File: src/hdl/dpsc_pkg.sv
// ----------------------------------------------------------------------------
// dpsc_pkg
// types and codes shared by the digital pot step controller
// ----------------------------------------------------------------------------
`default_nettype none

package dpsc_pkg;

   localparam logic [2:0] FN_TICK  = 3'd0;
   localparam logic [2:0] FN_GOTO  = 3'd1;
   localparam logic [2:0] FN_DELTA = 3'd2;
   localparam logic [2:0] FN_RESET = 3'd3;
   localparam logic [2:0] FN_MAX   = 3'd4;

   localparam logic [2:0] CSR_PULSE_TICKS  = 3'd0;
   localparam logic [2:0] CSR_EXTRA_TOP    = 3'd1;
   localparam logic [2:0] CSR_EXTRA_BOTTOM = 3'd2;
   localparam logic [2:0] CSR_INVERT_DIR   = 3'd3;
   localparam logic [2:0] CSR_RISING_ONLY  = 3'd4;

   typedef struct packed {
      logic [15:0] pulse_ticks;
      logic [3:0]  extra_pulses_top;
      logic [3:0]  extra_pulses_bottom;
      logic        invert_direction;
      logic        rising_edge_only;
   } cfg_type;

   typedef struct packed {
      logic [2:0]        func;
      logic [6:0]        target;
      logic signed [8:0] delta;
   } item_type;

   typedef struct packed {
      logic       chip_select_n;
      logic       inc_level;
      logic       up_down_level;
      logic       busy_res;
      logic [6:0] position;
      logic       at_bottom_anchor;
      logic       at_top_anchor;
      logic       rejected;
      logic       done_res;
   } result_type;

endpackage

`default_nettype wire

File: src/hdl/dpsc_core.sv
// ----------------------------------------------------------------------------
// dpsc_core
// wiper tracking and pin sequencing state, one transaction per enable
// ----------------------------------------------------------------------------
`default_nettype none

module dpsc_core #(
   parameter int TOP_STEP = 99
) (
   input  wire                  clock,
   input  wire                  reset,
   input  dpsc_pkg::cfg_type    cfg,
   input  wire                  step_en,
   input  dpsc_pkg::item_type   item,
   output dpsc_pkg::result_type result
);
   import dpsc_pkg::*;

   typedef enum logic [1:0] {PH_IDLE, PH_IDLELOW, PH_ACTIVE} phase_type;
   typedef enum logic [1:0] {MD_GOTO, MD_DELTA, MD_RDOWN, MD_EXTRA} mode_type;
   typedef enum logic [1:0] {SB_PREP, SB_HIGH, SB_LOW} sub_type;

   localparam logic [6:0] TOP7 = 7'(TOP_STEP);
   localparam logic [8:0] RDOWN_TAPS = 9'(TOP_STEP + 1);

   logic [6:0]  wiper_ff, wiper_in;
   logic        anchor_bottom_ff, anchor_bottom_in;
   logic        anchor_top_ff, anchor_top_in;
   logic        inc_high_ff, inc_high_in;
   logic [8:0]  taps_left_ff, taps_left_in;
   phase_type   phase_ff, phase_in;
   mode_type    mode_ff, mode_in;
   sub_type     sub_ff, sub_in;
   logic [15:0] tick_count_ff, tick_count_in;
   logic [6:0]  goal_step_ff, goal_step_in;
   logic        going_up_ff, going_up_in;

   logic        is_cmd;
   logic        finished;
   logic        rej;
   logic        do_final;
   logic [6:0]  final_g;
   logic        do_start;
   mode_type    start_mode;
   logic [6:0]  g;
   logic [8:0]  t;
   logic [3:0]  n;
   logic [15:0] pt;
   logic        cs;
   logic        inc;

   assign is_cmd = (item.func inside {[FN_GOTO:FN_MAX]});
   assign pt     = (cfg.pulse_ticks == 16'd0) ? 16'd1 : cfg.pulse_ticks;

   always_comb begin
      wiper_in         = wiper_ff;
      anchor_bottom_in = anchor_bottom_ff;
      anchor_top_in    = anchor_top_ff;
      inc_high_in      = inc_high_ff;
      taps_left_in     = taps_left_ff;
      phase_in         = phase_ff;
      mode_in          = mode_ff;
      sub_in           = sub_ff;
      tick_count_in    = tick_count_ff;
      goal_step_in     = goal_step_ff;
      going_up_in      = going_up_ff;
      finished         = 1'b0;
      rej              = 1'b0;
      do_final         = 1'b0;
      final_g          = 7'd0;
      do_start         = 1'b0;
      start_mode       = MD_GOTO;
      g                = 7'd0;
      t                = 9'd0;
      n                = 4'd0;

      if (phase_ff == PH_IDLE && is_cmd) begin
         case (item.func)
            FN_DELTA: begin
               if (item.delta == 9'sd0) begin
                  phase_in      = PH_IDLE;
                  tick_count_in = 16'd0;
                  finished      = 1'b1;
               end else begin
                  going_up_in  = ~item.delta[8];
                  taps_left_in = item.delta[8] ? 9'(~item.delta + 9'd1) : item.delta;
                  do_start     = 1'b1;
                  start_mode   = MD_DELTA;
               end
            end
            FN_RESET: begin
               going_up_in  = 1'b0;
               taps_left_in = RDOWN_TAPS;
               do_start     = 1'b1;
               start_mode   = MD_RDOWN;
            end
            default: begin
               if (item.func == FN_MAX) begin
                  g = TOP7;
               end else begin
                  g = (item.target > TOP7) ? TOP7 : item.target;
               end
               goal_step_in = g;
               if (g == wiper_ff) begin
                  if ((g == 7'd0 && !anchor_bottom_ff) || (g == TOP7 && !anchor_top_ff)) begin
                     do_final = 1'b1;
                     final_g  = g;
                  end else begin
                     phase_in      = PH_IDLE;
                     tick_count_in = 16'd0;
                     finished      = 1'b1;
                  end
               end else begin
                  going_up_in = (wiper_ff < g);
                  do_start    = 1'b1;
                  start_mode  = MD_GOTO;
               end
            end
         endcase
      end else begin
         rej = is_cmd;
         if (phase_ff != PH_IDLE) begin
            tick_count_in = tick_count_ff + 16'd1;
            if (tick_count_in >= pt) begin
               if (phase_ff == PH_IDLELOW) begin
                  wiper_in = 7'd0;
                  do_final = 1'b1;
                  final_g  = 7'd0;
               end else if (sub_ff == SB_PREP) begin
                  sub_in        = SB_HIGH;
                  tick_count_in = 16'd0;
                  inc_high_in   = 1'b1;
               end else if (sub_ff == SB_HIGH && !cfg.rising_edge_only) begin
                  sub_in        = SB_LOW;
                  tick_count_in = 16'd0;
                  inc_high_in   = 1'b0;
               end else begin
                  // counted tap
                  if (mode_ff == MD_GOTO || mode_ff == MD_DELTA) begin
                     if (going_up_ff) begin
                        if (anchor_bottom_ff) begin
                           anchor_bottom_in = 1'b0;
                        end else begin
                           if (wiper_ff < TOP7) wiper_in = wiper_ff + 7'd1;
                           anchor_top_in = 1'b0;
                        end
                     end else begin
                        if (anchor_top_ff) begin
                           anchor_top_in = 1'b0;
                        end else begin
                           if (wiper_ff > 7'd0) wiper_in = wiper_ff - 7'd1;
                           anchor_bottom_in = 1'b0;
                        end
                     end
                  end
                  if (mode_ff == MD_GOTO) begin
                     if (wiper_in != goal_step_ff) begin
                        do_start   = 1'b1;
                        start_mode = MD_GOTO;
                     end else begin
                        do_final = 1'b1;
                        final_g  = goal_step_ff;
                     end
                  end else begin
                     t = (taps_left_ff > 9'd0) ? taps_left_ff - 9'd1 : taps_left_ff;
                     taps_left_in = t;
                     if (t > 9'd0) begin
                        do_start   = 1'b1;
                        start_mode = mode_ff;
                     end else if (mode_ff == MD_DELTA) begin
                        phase_in      = PH_IDLE;
                        tick_count_in = 16'd0;
                        finished      = 1'b1;
                     end else if (mode_ff == MD_RDOWN) begin
                        phase_in      = PH_IDLELOW;
                        tick_count_in = 16'd0;
                        inc_high_in   = 1'b0;
                     end else begin
                        anchor_top_in    = going_up_ff;
                        anchor_bottom_in = ~going_up_ff;
                        phase_in         = PH_IDLE;
                        tick_count_in    = 16'd0;
                        finished         = 1'b1;
                     end
                  end
               end
            end
         end
      end

      // arrival at a step: at an end step set the anchor or send extra taps, elsewhere clear the anchors
      if (do_final) begin
         if (final_g == 7'd0 || final_g == TOP7) begin
            going_up_in = (final_g != 7'd0);
            n = (final_g != 7'd0) ? cfg.extra_pulses_top : cfg.extra_pulses_bottom;
            if (n == 4'd0) begin
               anchor_top_in    = going_up_in;
               anchor_bottom_in = ~going_up_in;
               phase_in         = PH_IDLE;
               tick_count_in    = 16'd0;
               finished         = 1'b1;
            end else begin
               taps_left_in = 9'(n);
               do_start     = 1'b1;
               start_mode   = MD_EXTRA;
            end
         end else begin
            anchor_bottom_in = 1'b0;
            anchor_top_in    = 1'b0;
            phase_in         = PH_IDLE;
            tick_count_in    = 16'd0;
            finished         = 1'b1;
         end
      end

      if (do_start) begin
         phase_in      = PH_ACTIVE;
         mode_in       = start_mode;
         sub_in        = inc_high_in ? SB_PREP : SB_HIGH;
         tick_count_in = 16'd0;
         inc_high_in   = ~inc_high_in;
      end
   end

   always_comb begin
      case (phase_in)
         PH_IDLE: begin
            cs  = 1'b1;
            inc = inc_high_in;
         end
         PH_IDLELOW: begin
            cs  = 1'b1;
            inc = 1'b0;
         end
         default: begin
            case (sub_in)
               SB_PREP: begin
                  cs  = 1'b1;
                  inc = 1'b0;
               end
               SB_HIGH: begin
                  cs  = 1'b0;
                  inc = 1'b1;
               end
               default: begin
                  cs  = 1'b0;
                  inc = 1'b0;
               end
            endcase
         end
      endcase
   end

   assign result.chip_select_n    = cs;
   assign result.inc_level        = inc;
   assign result.up_down_level    = going_up_in ^ cfg.invert_direction;
   assign result.busy_res         = (phase_in != PH_IDLE);
   assign result.position         = wiper_in;
   assign result.at_bottom_anchor = anchor_bottom_in;
   assign result.at_top_anchor    = anchor_top_in;
   assign result.rejected         = rej;
   assign result.done_res         = finished;

   always_ff @(posedge clock) begin
      if (reset) begin
         wiper_ff         <= 7'd0;
         anchor_bottom_ff <= 1'b0;
         anchor_top_ff    <= 1'b0;
         inc_high_ff      <= 1'b0;
         taps_left_ff     <= 9'd0;
         phase_ff         <= PH_IDLE;
         mode_ff          <= MD_GOTO;
         sub_ff           <= SB_PREP;
         tick_count_ff    <= 16'd0;
         goal_step_ff     <= 7'd0;
         going_up_ff      <= 1'b0;
      end else if (step_en) begin
         wiper_ff         <= wiper_in;
         anchor_bottom_ff <= anchor_bottom_in;
         anchor_top_ff    <= anchor_top_in;
         inc_high_ff      <= inc_high_in;
         taps_left_ff     <= taps_left_in;
         phase_ff         <= phase_in;
         mode_ff          <= mode_in;
         sub_ff           <= sub_in;
         tick_count_ff    <= tick_count_in;
         goal_step_ff     <= goal_step_in;
         going_up_ff      <= going_up_in;
      end
   end

endmodule

`default_nettype wire

File: src/hdl/digital_pot_step_controller.sv
// ----------------------------------------------------------------------------
// digital_pot_step_controller
// up/down digital potentiometer pin sequencer with wiper and anchor tracking
// ----------------------------------------------------------------------------
//  channel  direction  handshake          payload
//  req      in         req_valid/stall    func, target, delta
//  rsp      out        rsp_valid/stall    pin levels, position, flags
//  csr      in         csr_we             csr_index, csr_wdata
//
//  one transaction per cycle sustained while rsp is not stalled; each passes
//  the input register, then the state update into the output register
//  every transaction is one tick or command and updates state once
//  reset clears state, handshake valids and the config register to their reset values
//  a stalled output holds; the input register takes one more transaction,
//  then req is stalled until the output drains
// ----------------------------------------------------------------------------
`default_nettype none

module digital_pot_step_controller #(
   parameter int TOP_STEP = 99
) (
   input  wire              clock,
   input  wire              reset,
   input  wire              req_valid,
   output logic             req_stall,
   input  wire  [2:0]       req_func,
   input  wire  [6:0]       req_target,
   input  wire signed [8:0] req_delta,
   output logic             rsp_valid,
   input  wire              rsp_stall,
   output logic             rsp_chip_select_n,
   output logic             rsp_inc_level,
   output logic             rsp_up_down_level,
   output logic             rsp_busy_res,
   output logic [6:0]       rsp_position,
   output logic             rsp_at_bottom_anchor,
   output logic             rsp_at_top_anchor,
   output logic             rsp_rejected,
   output logic             rsp_done_res,
   input  wire              csr_we,
   input  wire  [2:0]       csr_index,
   input  wire  [15:0]      csr_wdata
);
   import dpsc_pkg::*;

   cfg_type    cfg_ff, cfg_in;
   item_type   item_ff, item_in;
   logic       in_valid_ff, in_valid_in;
   result_type result_ff, result_in;
   logic       out_valid_ff, out_valid_in;
   logic       advance;
   logic       req_accept;

   always_comb begin
      cfg_in = cfg_ff;
      if (csr_we) begin
         case (csr_index)
            CSR_PULSE_TICKS:  cfg_in.pulse_ticks         = csr_wdata;
            CSR_EXTRA_TOP:    cfg_in.extra_pulses_top    = csr_wdata[3:0];
            CSR_EXTRA_BOTTOM: cfg_in.extra_pulses_bottom = csr_wdata[3:0];
            CSR_INVERT_DIR:   cfg_in.invert_direction    = csr_wdata[0];
            CSR_RISING_ONLY:  cfg_in.rising_edge_only    = csr_wdata[0];
            default:          cfg_in = cfg_ff;
         endcase
      end
   end

   assign advance    = in_valid_ff && (!out_valid_ff || !rsp_stall);
   assign req_stall  = in_valid_ff && !advance;
   assign req_accept = req_valid && !req_stall;

   assign item_in = req_accept
                    ? item_type'{func: req_func, target: req_target, delta: req_delta}
                    : item_ff;
   assign in_valid_in  = req_accept ? 1'b1 : (advance ? 1'b0 : in_valid_ff);
   assign out_valid_in = advance ? 1'b1 : ((out_valid_ff && !rsp_stall) ? 1'b0 : out_valid_ff);

   dpsc_core #(
      .TOP_STEP(TOP_STEP)
   ) u_core (
      .clock  (clock),
      .reset  (reset),
      .cfg    (cfg_ff),
      .step_en(advance),
      .item   (item_ff),
      .result (result_in)
   );

   always_ff @(posedge clock) begin
      if (reset) begin
         cfg_ff       <= '{pulse_ticks: 16'd1, extra_pulses_top: 4'd0,
                           extra_pulses_bottom: 4'd0, invert_direction: 1'b0,
                           rising_edge_only: 1'b0};
         in_valid_ff  <= 1'b0;
         out_valid_ff <= 1'b0;
      end else begin
         cfg_ff       <= cfg_in;
         in_valid_ff  <= in_valid_in;
         out_valid_ff <= out_valid_in;
      end
   end

   always_ff @(posedge clock) begin
      item_ff <= item_in;
      if (advance) begin
         result_ff <= result_in;
      end
   end

   assign rsp_valid            = out_valid_ff;
   assign rsp_chip_select_n    = result_ff.chip_select_n;
   assign rsp_inc_level        = result_ff.inc_level;
   assign rsp_up_down_level    = result_ff.up_down_level;
   assign rsp_busy_res         = result_ff.busy_res;
   assign rsp_position         = result_ff.position;
   assign rsp_at_bottom_anchor = result_ff.at_bottom_anchor;
   assign rsp_at_top_anchor    = result_ff.at_top_anchor;
   assign rsp_rejected         = result_ff.rejected;
   assign rsp_done_res         = result_ff.done_res;

endmodule

`default_nettype wire

File: config.mk
export PLATFORM = sky130hd
export DESIGN_NAME = digital_pot_step_controller
export DESIGN_NICKNAME = d
export VERILOG_FILES = /design/src/hdl/dpsc_pkg.sv /design/src/hdl/dpsc_core.sv /design/src/hdl/digital_pot_step_controller.sv
export SDC_FILE = /design/constraint.sdc
export NUM_CORES = 1
export LEC_CHECK = 0
export BUFFER_PORTS_ARGS = -buffer_cell sky130_fd_sc_hd__buf_2
export CORE_ASPECT_RATIO = 0.7
export CORE_MARGIN = 2
export CORE_UTILIZATION = 30
export DETAILED_ROUTE_END_ITERATION = 7
export HOLD_SLACK_MARGIN = 0.06
export PLACE_DENSITY = 0.53
export SLEW_MARGIN = 15
export SYNTH_ARGS = -nofsm -noshare
export SYNTH_HDL_FRONTEND = slang
export SYNTH_SLANG_ARGS = --single-unit
File: constraint.sdc
create_clock -name clock -period 5.3 [get_ports clock]
set_clock_uncertainty 0.2 [all_clocks]
set_input_delay 1.06 -clock clock [delete_from_list [all_inputs] [get_ports clock]]
set_output_delay 1.06 -clock clock [all_outputs]
set_load 0.01 [all_outputs]
==> reports/results.ini <==
[clock_tree]
numCtsBuffers=9
ctsHtreeMaxLevel=3
cts_max_path_buffers=2
cts_root_buffer=clkbuf_16
cts_tree=built
clkSinkCount=111
clock_latency_ns=0.38
path_clk_slew_ns=0.10

[power_and_ir_drop]
p_leak_nw=2.95
peakVddDrop_v=0.000162
p_sw_w=0.000580
p_int_w=0.00136
swShare_pct=29.9
p_comb_share_pct=14.2
power.density_nw_per_um2=252
seqPwrFrac_pct=48.4
clkPwrFrac_pct=37.4

[outcome]
outcome=completed

[yosys]
synth_edf_count=34
synth_warnings=0
synth.most_common_cell=nand2_1
ys_dominant_reg_cell=dfxtp_1
synth.top_cell.area_share_pct=22.7
synth_cells=821
avgSynthCellArea_um2=8.26
syn-num-nets=893
synthDistinctLibCells=77
async_reset_ff_share_pct=0
synth_common_cells=nand2_1, nor2_1, dfxtp_1, a21oi_1, o21ai_0
syn_area_um2=6780
ys_seq_elements=111
yosysSeqAreaShare_pct=37.8
yosysTopAreaCell=dfxtp_1
synth_area_leaders=dfxtp_1, edfxtp_1, nand2_1, ha_1, a21oi_1

[sta]
drv_slew=0
post-route-period-util_pct=92.9
hold_viol=0
setup_viol_count_final=0
worst_pin_slew_ns=0.954
post-route-min-period_ns=4.92
rsz0062_at_grt=false
fmax_mhz=203
worst_slack_ns=0.377
setup_tns_ns=0
relSlewSlack_pct=36.1

[detailed_routing]
drt-pass1-iter-count=5
vias_per_cell=5.32
drtIter0Drc=565
vias=6108
ant_nets=0
drc=0
routed_wl_mm=19.1
wl_per_cell_um=16.6

[floorplanning]
fp.dieW_um=184
placementRows=45
die_y_um=130
initial_core_util_pct=31.0
pin_count=60
core_um2=21900
die-area_um2=23800

[placement]
port_buffers=59
gp_congestion=0.871
hpwl_mm=14.1
post-place-ws_ns=0.289

[grt]
grt_usage_pct=16.0
antenna_found_initial=0
grt_max_degree=50
overflow=0
grt_pass1_wl_mm=30.0
grt_pass1_vias=5356

[critical_path]
arrival_ns=5.00
crit_family=simple AND/OR/NAND/NOR gates
cp_num_buf_inv=0
crit_fanout=12
reg2reg_from=u_core.tick_count_ff[2]$_SDFFE_PP0P_
critPathLaunchType=flop
cp-end-kind=flop
criticalPathCategory=flop to flop
cp_cell_sequence=and3_1 -> and3_1 -> and3_1 -> and3_1 -> nand3_1 -> xnor2_1 -> ha_1 -> nand4_1 -> nor2_1 -> o2111ai_1 -> o211ai_1 -> o211a_2 -> a31oi_4 -> and2_4 -> or3_4 -> a21o_1 -> a221oi_2
worst_path_max_delay_cell=or3_4
slowest_delay_ns=0.46
path_common_cell=and3_1
required_ns=5.38
crit_start=u_core.tick_count_ff[2]$_SDFFE_PP0P_

[final_layout]
antenna_cells=0
nets=934
fillers=2308
multi_input_area_um2=3940
areaGrowthSynthToFinish_pct=13.5
drive_gt1_share_pct=14.2
regArea_um2=2560

[run]
max_cap_violations=0

[hold_path]
hold_class=flop to flop
worstHoldStart=cfg_ff[10]$_SDFFE_PP1P_

[timing repair]
action / CTS / global route
hold buffers: 0 / 0
buffers inserted: 0 / 3
setup endpoints to repair: 0 / 16
resized for setup: 0 / 3
[sequential cells by signal (all words and copies together), names as in the netlist, 2 cells and up]
signal                count
cfg_ff                   26
u_core.mode_ff            2
u_core.taps_left_ff       9
u_core.sub_ff             2
u_core.wiper_ff           7
u_core.tick_count_ff     16
item_ff                  19
rsp_position              7
u_core.phase_ff           2
u_core.goal_step_ff       7
[metrics by stage]
stage	hold slack (ns)	power [W]	cells	instance area, um2	utilization [%]
3_3_place_gp	0.264	0.00122	1130	7340	33.5
5_1_grt	0.298	0.00202	1149	7690	35.1
2_1_floorplan	0.243	0.00113	821	6780	-
6_report	0.282	0.00194	1149	7690	35.1
4_1_cts	0.284	0.00195	1146	7660	35.0
3_5_place_dp	0.268	0.00122	1130	7340	33.5
[cell usage in the layout, fill, tap and decap left out, types with 12 or more instances in the layout]
cell type  netlist  layout
buf_2            3      59
nor3_1          25      25
o21ai_0         49      49
inv_1           31      31
mux2i_1         18      18
nand3_1         30      30
dfxtp_1         77      77
ha_1            29      29
xnor2_1         12      12
nor2_1          82      82
buf_4            0      15
nand2_1        107     107
a211oi_1        12      12
nor4_1          13      13
edfxtp_1        34      34
a21oi_1         68      67
xor2_1          16      16
a22o_1          13      13
[power by group through the flow]
stage / Sequential (W) / Combinational, W / Clock [W]
global placement: 0.000957 / 0.000268 / 0
floorplan: 0.000945 / 0.000188 / 0
detailed placement: 0.000957 / 0.000267 / 0
global route: 0.000942 / 0.000305 / 0.000776
finish: 0.000938 / 0.000275 / 0.000725
CTS: 0.000938 / 0.000269 / 0.000745
[worst paths after layout]
path                                                  endpoint  slack (ns)  cells after the start
worst min register to register         cfg_ff[10]$_SDFFE_PP1P_        0.28                      2
worst max-delay path            u_core.mode_ff[0]$_SDFFE_PP0P_        0.38                     17
worst min-delay path                   cfg_ff[10]$_SDFFE_PP1P_        0.28                      2
worst max register to register  u_core.mode_ff[0]$_SDFFE_PP0P_        0.38                     17
[layout make-up]
cell class              instances  area share [%]
inverters                      31            1.51
multi-input cells             635            51.2
clock inverters                 7            1.19
clock buffers                   9            2.93
repair buffers                 74            5.30
well taps                     282            4.59
flip-flops and latches        111            33.3
[logic make-up after synthesis]
group                    count (synthesis)  synth area share, %
AO/OA/AOI/OAI                          223                 22.1
AND/OR/NAND/NOR                        335                 23.9
multiplexers                            20                 2.99
XOR/XNOR                                28                 3.62
adder cells (fa/ha/maj)                 29                 5.35
buffers and inverters                   75                 4.32
flip-flops                             111                 37.8
[layer usage]
layer	global-route usage [%]	vias up	share of wire [%]
li1	-	3065	-
met1	26.4	2851	56
met2	21.0	182	37
met3	2.60	10	5.9
met4	3.01	0	0.67
met5	0	-	0
[tightest hold or removal path, delay by kind of cell, from the launching register on]
kind / cells / cell delay (ns)
DFF: 1 / 0.32
and+or+nand+nor: 2 / 0.12
No activity file was read; power rests on OpenSTA's default activity.
